<file path="config.mk">
export PLATFORM = sky130hd
export DESIGN_NAME = tsp_ctrl
export DESIGN_NICKNAME = d
export VERILOG_FILES = /design/src/rtl/tsp_pkg.sv /design/src/rtl/tsp_ctrl.sv
export SDC_FILE = /design/constraint.sdc
export NUM_CORES = 1
export LEC_CHECK = 0
export ABC_AREA = 1
export BUFFER_PORTS_ARGS = -buffer_cell sky130_fd_sc_hd__clkbuf_2
export CAP_MARGIN = 10
export CORE_AREA = 4 4 41 43
export CTS_CLUSTER_SIZE = 10
export DETAILED_ROUTE_END_ITERATION = 16
export DIE_AREA = 0 0 45 47
export GPL_TIMING_DRIVEN = 1
export SLEW_MARGIN = 20
export SYNTH_ARGS = -nofsm -noshare
export SYNTH_HDL_FRONTEND = slang
export SYNTH_SLANG_ARGS = --single-unit
</file>
<file path="constraint.sdc">
create_clock -name clock -period 1.4 [get_ports clock]
set_clock_uncertainty 0.05 [all_clocks]
set_input_delay 0.28 -clock clock [delete_from_list [all_inputs] [get_ports clock]]
set_output_delay 0.28 -clock clock [all_outputs]
set_load 0.005 [all_outputs]
</file>
<file path="src/rtl/tsp_pkg.sv">
`timescale 1ns / 1ps
// ----------------------------------------------------------------------------
// Timed slot pool package
// Sizes, item kinds, controller states, command and status groups and the
// fade color table shared by the slot pool modules.
// ----------------------------------------------------------------------------
package tsp_pkg;

   localparam int SLOTS      = 512;
   localparam int LIFE_BITS  = 10;
   localparam int RAMP_STEPS = 120;

   localparam int SLOT_BITS  = $clog2(SLOTS);
   localparam int CNT_BITS   = $clog2(SLOTS + 1);
   localparam int RAMP_BITS  = $clog2(RAMP_STEPS + 1);
   localparam int LIFE_MAX   = (1 << LIFE_BITS) - 1;

   localparam int KIND_FIELD = 2;
   localparam int LIFE_FIELD = 10;
   localparam int SLOT_FIELD = 9;
   localparam int CHAN_BITS  = 8;
   localparam int LIFE_FIELD_MAX = (1 << LIFE_FIELD) - 1;

   typedef enum logic [KIND_FIELD-1:0] {
      KIND_SPAWN = 2'd0,
      KIND_TICK  = 2'd1,
      KIND_CLEAR = 2'd2,
      KIND_QUERY = 2'd3
   } kind_type;

   typedef enum logic [2:0] {
      ST_INIT,
      ST_IDLE,
      ST_SCAN,
      ST_CLEAR,
      ST_QUERY,
      ST_RESULT
   } state_type;

   typedef struct packed {
      logic capture;
      logic scan;
      logic sweep;
      logic query_read;
      logic load_rsp;
   } cmd_type;

   typedef struct packed {
      logic cnt_last;
      logic scan_end;
      logic free_hit;
      logic rsp_free;
   } stat_type;

   typedef logic [4*CHAN_BITS-1:0] fade_word_type;
   typedef fade_word_type fade_table_type [RAMP_STEPS+1];

   // Rounded 255 * sqrt(0.6 * n / d), ties up, by a search over the codes.
   function automatic logic [CHAN_BITS-1:0] fade_chan(longint n, longint d);
      longint lim;
      longint o;
      int     k;
      bit     stop;
      lim  = 780300 * n;
      k    = 0;
      stop = 1'b0;
      for (int c = 1; c <= 255; c++) begin
         if (!stop) begin
            o = longint'(2 * c - 1);
            if (o * o * 5 * d <= lim) begin
               k = c;
            end else begin
               stop = 1'b1;
            end
         end
      end
      return CHAN_BITS'(k);
   endfunction

   // Entry layout: red, green, blue, alpha from the top byte down.
   function automatic fade_table_type build_fade_table();
      fade_table_type t;
      longint         l;
      longint         r;
      r = longint'(RAMP_STEPS);
      for (int i = 0; i <= RAMP_STEPS; i++) begin
         l = longint'(i);
         if (2 * l > r) begin
            t[i] = {fade_chan(2 * l - r, r), fade_chan(2 * r - 2 * l, r),
                    CHAN_BITS'(0),
                    CHAN_BITS'((510 * l + RAMP_STEPS) / (2 * RAMP_STEPS))};
         end else begin
            t[i] = {CHAN_BITS'(0), fade_chan(2 * l, r), fade_chan(r - 2 * l, r),
                    CHAN_BITS'((510 * l + RAMP_STEPS) / (2 * RAMP_STEPS))};
         end
      end
      return t;
   endfunction

   localparam fade_table_type FADE_TABLE = build_fade_table();

endpackage

</file>
<file path="src/rtl/tsp_ctrl.sv">
`timescale 1ns / 1ps
// ----------------------------------------------------------------------------
// Timed slot pool controller
// Sequences the reset clearing pass, the slot scans, the clear sweep, the
// query read and the hand-off of each result to the output register.
// ----------------------------------------------------------------------------
module tsp_ctrl import tsp_pkg::*; (
   input  logic                  clock,
   input  logic                  reset,
   input  logic                  req_valid,
   input  logic [KIND_FIELD-1:0] req_kind,
   output logic                  req_ready,
   input  stat_type              stat,
   output cmd_type               cmd
);

   state_type state_ff;
   state_type state_in;

   always_ff @(posedge clock) begin
      if (reset) begin
         state_ff <= ST_INIT;
      end else begin
         state_ff <= state_in;
      end
   end

   always_comb begin
      state_in  = state_ff;
      cmd       = '0;
      req_ready = 1'b0;
      case (state_ff)
         ST_INIT: begin
            cmd.sweep = 1'b1;
            if (stat.cnt_last) begin
               state_in = ST_IDLE;
            end
         end
         ST_IDLE: begin
            req_ready = 1'b1;
            if (req_valid) begin
               cmd.capture = 1'b1;
               case (kind_type'(req_kind))
                  KIND_SPAWN: state_in = ST_SCAN;
                  KIND_TICK:  state_in = ST_SCAN;
                  KIND_CLEAR: state_in = ST_CLEAR;
                  KIND_QUERY: state_in = ST_QUERY;
                  default:    state_in = ST_IDLE;
               endcase
            end
         end
         ST_SCAN: begin
            cmd.scan = 1'b1;
            if (stat.free_hit || stat.scan_end) begin
               state_in = ST_RESULT;
            end
         end
         ST_CLEAR: begin
            cmd.sweep = 1'b1;
            if (stat.cnt_last) begin
               state_in = ST_RESULT;
            end
         end
         ST_QUERY: begin
            cmd.query_read = 1'b1;
            state_in       = ST_RESULT;
         end
         ST_RESULT: begin
            if (stat.rsp_free) begin
               cmd.load_rsp = 1'b1;
               state_in     = ST_IDLE;
            end
         end
         default: begin
            state_in = ST_IDLE;
         end
      endcase
   end

endmodule

</file>
==> impl_summary.md <==
Route
The final routed wirelength across all metal layers is 862 um. The post-detailed-route DRC marker count is 0. For this run, the detailed router's first-pass iteration total came to 2.

The total via count after detailed routing is 392. The first routing iteration left 7 violations. The via density per instance is 4.40. The final antenna-violating net count is 0.

Dividing the detail-routed wire length by the instance count gives 9.69 um.

Global route
The number of antenna violations at the first check in global routing is 0. The pin count of the biggest net entering global routing is 8. The remaining global-route overflow is 0. The first global-routing pass estimated 1420 um of wire. The via count of the first global-routing pass came to 388. The overall track demand over capacity in global routing is 9.31%.

Critical path
Along the worst path, the maximum fanout reaches 7. The startpoint-to-endpoint class of the critical path is register to output port. The type of element launching the critical path is a register.

The arrival time reported for the critical path endpoint is 1.06 ns. STA classifies the critical path endpoint as an output port. Data on the critical path is required at its endpoint by 1.07 ns.

Logic synthesis
The cell area that synthesis handed to floorplanning was 305 um^2. The synthesized design contains 3 register bits. The dominant cell type by area after synthesis is sky130_fd_sc_hd__dfxtp_1. By count the netlist is led by 9 x sky130_fd_sc_hd__inv_1, 9 x sky130_fd_sc_hd__nor2_1, 8 x sky130_fd_sc_hd__nand2_1, 5 x sky130_fd_sc_hd__nand3_1. The total number of yosys warnings is 0. The post-synth net total is 63. Ranked by total cell area, the synthesized netlist is headed by sky130_fd_sc_hd__dfxtp_1 20%, sky130_fd_sc_hd__inv_1 11%, sky130_fd_sc_hd__nor2_1 11%, sky130_fd_sc_hd__nand2_1 9.8%, sky130_fd_sc_hd__nand3_1 8.2%. In the synthesized netlist the dominant register cell turns out to be sky130_fd_sc_hd__dfxtp_1. The number of different library cells used by synthesis comes to 17. Synthesis handed over a netlist of 54 instances. The per-instance average area after synthesis is 5.65 um^2.

The register area share after synthesis is 19.7%. After synthesis, the share of flip-flops with an asynchronous set or reset is 0%. After synthesis, the largest area contributor takes up 19.7% of total cell area. The count of flip-flops with a built-in enable after synthesis is 0.

Clock tree
TritonCTS built the clock tree. Counting every sink on the clock net gives 3. After clock tree synthesis, the clock-pin slew on the worst setup and hold paths is 0.04 ns. Counting along the longest clock path gives a buffer depth of 2. The tree is rooted in a sky130_fd_sc_hd__clkbuf_4. The total clock buffers created by CTS is 3. The clock latency on the worst-skew pair is 0.23 ns. In this run the number of H-tree levels came out at 1.

Floorplan
The floorplan die width is 45 um. The die covers 0.00212 mm^2. The die extent in y is 47 um.

The region available for standard cell placement spans 0.00130 mm^2. The effective utilization at floorplan is 23.5%. Row generation in the floorplan step produced 13 rows.

During I/O placement, the number of pins put on the boundary was 15.

Finish
The most flop-heavy register is state_ff. The area growth from synthesis to layout is 56.6%. In the final layout, the registers with the most flip-flops are state_ff (3).

The repair_antennas step left the layout with diodes totalling 0. The fraction of final layout cells sized beyond drive strength 1 is 50.0%. At the end of the flow the core is filled with cells to 36.7%. The number of flip-flops under the largest register name is 3. The total number of nets in the final design is 84.

STA
The worst path setup slack after routing is 0.0132 ns. The count of pins over their slew limit is 0. Setup repair after global routing could not meet its margin everywhere. Derived from the worst setup path, the maximum achievable clock frequency is 0.721 GHz. For the pin with the worst max-slew slack, the measured transition is 0.188 ns. Counting I/O delays and the setup requirement, the final critical path takes 1.39 ns.

The total of endpoints with negative setup slack in the final report is 0. In this run the tightest slew margin relative to its limit is 87.5%. The final critical path takes up 99.1% of the cycle. The number of hold violations in the final report was 0.

Power and ir drop
The static leakage power is 0.274 nW. The total power per unit cell area is 2210 mW/mm^2. The maximum vdd ir drop is 0.702 mV. Summing internal, switching and leakage power gives 1.06 mW.

Placed design
The final weighted congestion in routability-driven placement is 0.743. After legalization and detailed placement, the total HPWL measured 596 um. OpenSTA, run right after detailed placement, puts the worst setup slack at 0.0983 ns. The number of I/O port buffers is 14.

Run status
The flow ran to the end, and the final reports show no timing, DRC or antenna violations.

Flow run
The tool flagged a number of max-cap violations equal to 0.

Hold path
The kind of path behind the tightest hold check is primary input to register.
report_power, final:
part | switching, mW | internal [mW] | total (mW)
clock network | 0.0497 | 0.107 | 0.157
logic | 0.385 | 0.278 | 0.663
registers | 0.0821 | 0.154 | 0.236
what timing repair did:
item / 4_1_cts / 5_1_grt
pin swaps: 1 / 2
hold buffers: 0 / 0
gates resized for setup: 7 / 9
setup buffers: 1 / 1
endpoints found under the setup margin: 5 / 5
endpoints found under the hold margin: 0 / 0
worst max-delay path: stages (launching register included):
cell and delay (ns):
sky130_fd_sc_hd__dfxtp_4 0.37, sky130_fd_sc_hd__nor2_4 0.17, sky130_fd_sc_hd__inv_2 0.06, sky130_fd_sc_hd__nor3_2 0.09, sky130_fd_sc_hd__buf_2 0.13
stage by stage:
stage / instances / hold slack (ns) / setup TNS [ns] / area [um^2]
floorplan: 54 / 0.371 / 0 / 305
CTS: 88 / 0.241 / -0.0695 / 449
global route: 89 / 0.265 / -0.183 / 478
finish: 89 / 0.252 / 0 / 478
global placement: 83 / 0.507 / 0 / 394
detailed placement: 83 / 0.502 / 0 / 394
final timing paths:
path / startpoint / to / slack (ns) / depth (start not counted)
hold / removal: reset / state_ff[2] / 0.25 / 4
setup / recovery: state_ff[1] / cmd[0] / 0.01 / 4
hold reg to reg: state_ff[1] / state_ff[1] / 0.52 / 2
setup reg to reg: state_ff[0] / state_ff[2] / 0.14 / 9
cells by family after synthesis:
family,after synthesis,synth area share [%]
simple gates,33,53.3
buf+inv,13,17.6
flops,3,19.7
compound gates,5,9.42
layout by cell type, fill, tap and decap left out:
cell                       instances
sky130_fd_sc_hd__a21oi_1           2
sky130_fd_sc_hd__buf_2             2
sky130_fd_sc_hd__buf_4             2
sky130_fd_sc_hd__clkbuf_1          1
sky130_fd_sc_hd__clkbuf_2         12
sky130_fd_sc_hd__clkbuf_4          3
sky130_fd_sc_hd__clkinv_4          1
sky130_fd_sc_hd__dfxtp_4           3
sky130_fd_sc_hd__inv_1             8
sky130_fd_sc_hd__inv_2             3
sky130_fd_sc_hd__inv_4             1
sky130_fd_sc_hd__nand2_1           8
sky130_fd_sc_hd__nand2_4           2
sky130_fd_sc_hd__nand3_1           5
sky130_fd_sc_hd__nand3_2           1
sky130_fd_sc_hd__nand4_1           2
sky130_fd_sc_hd__nor2_1            8
sky130_fd_sc_hd__nor2_2            3
sky130_fd_sc_hd__nor2_4            1
sky130_fd_sc_hd__nor3_1            1
sky130_fd_sc_hd__nor3_2            1
sky130_fd_sc_hd__nor3_4            1
sky130_fd_sc_hd__o21ai_0           1
sky130_fd_sc_hd__o21ai_1           1
sky130_fd_sc_hd__o21ai_2           1
area by class of cell:
| type | count | area [um^2] |
|---|---|---|
| Clock buffer | 4 | 26.3 |
| Sequential cell | 3 | 71.3 |
| Fill cell | 148 | 823 |
| Tap cell | 15 | 18.8 |
| Timing Repair Buffer | 16 | 85.1 |
| Inverter | 13 | 56.3 |
| Multi-Input combinational cell | 38 | 220 |
metal layers:
| metal | global-route usage, % | up-vias | part of all wire [%] |
|---|---|---|---|
| met2 | 16.7 | 6 | 53 |
| met1 | 8.84 | 173 | 42 |
| met3 | 5.75 | 0 | 5.3 |
| met5 | 0 | - | 0 |
| li1 | - | 213 | - |
| met4 | 2.92 | 0 | 0 |
(Power assumes the default switching activity.)
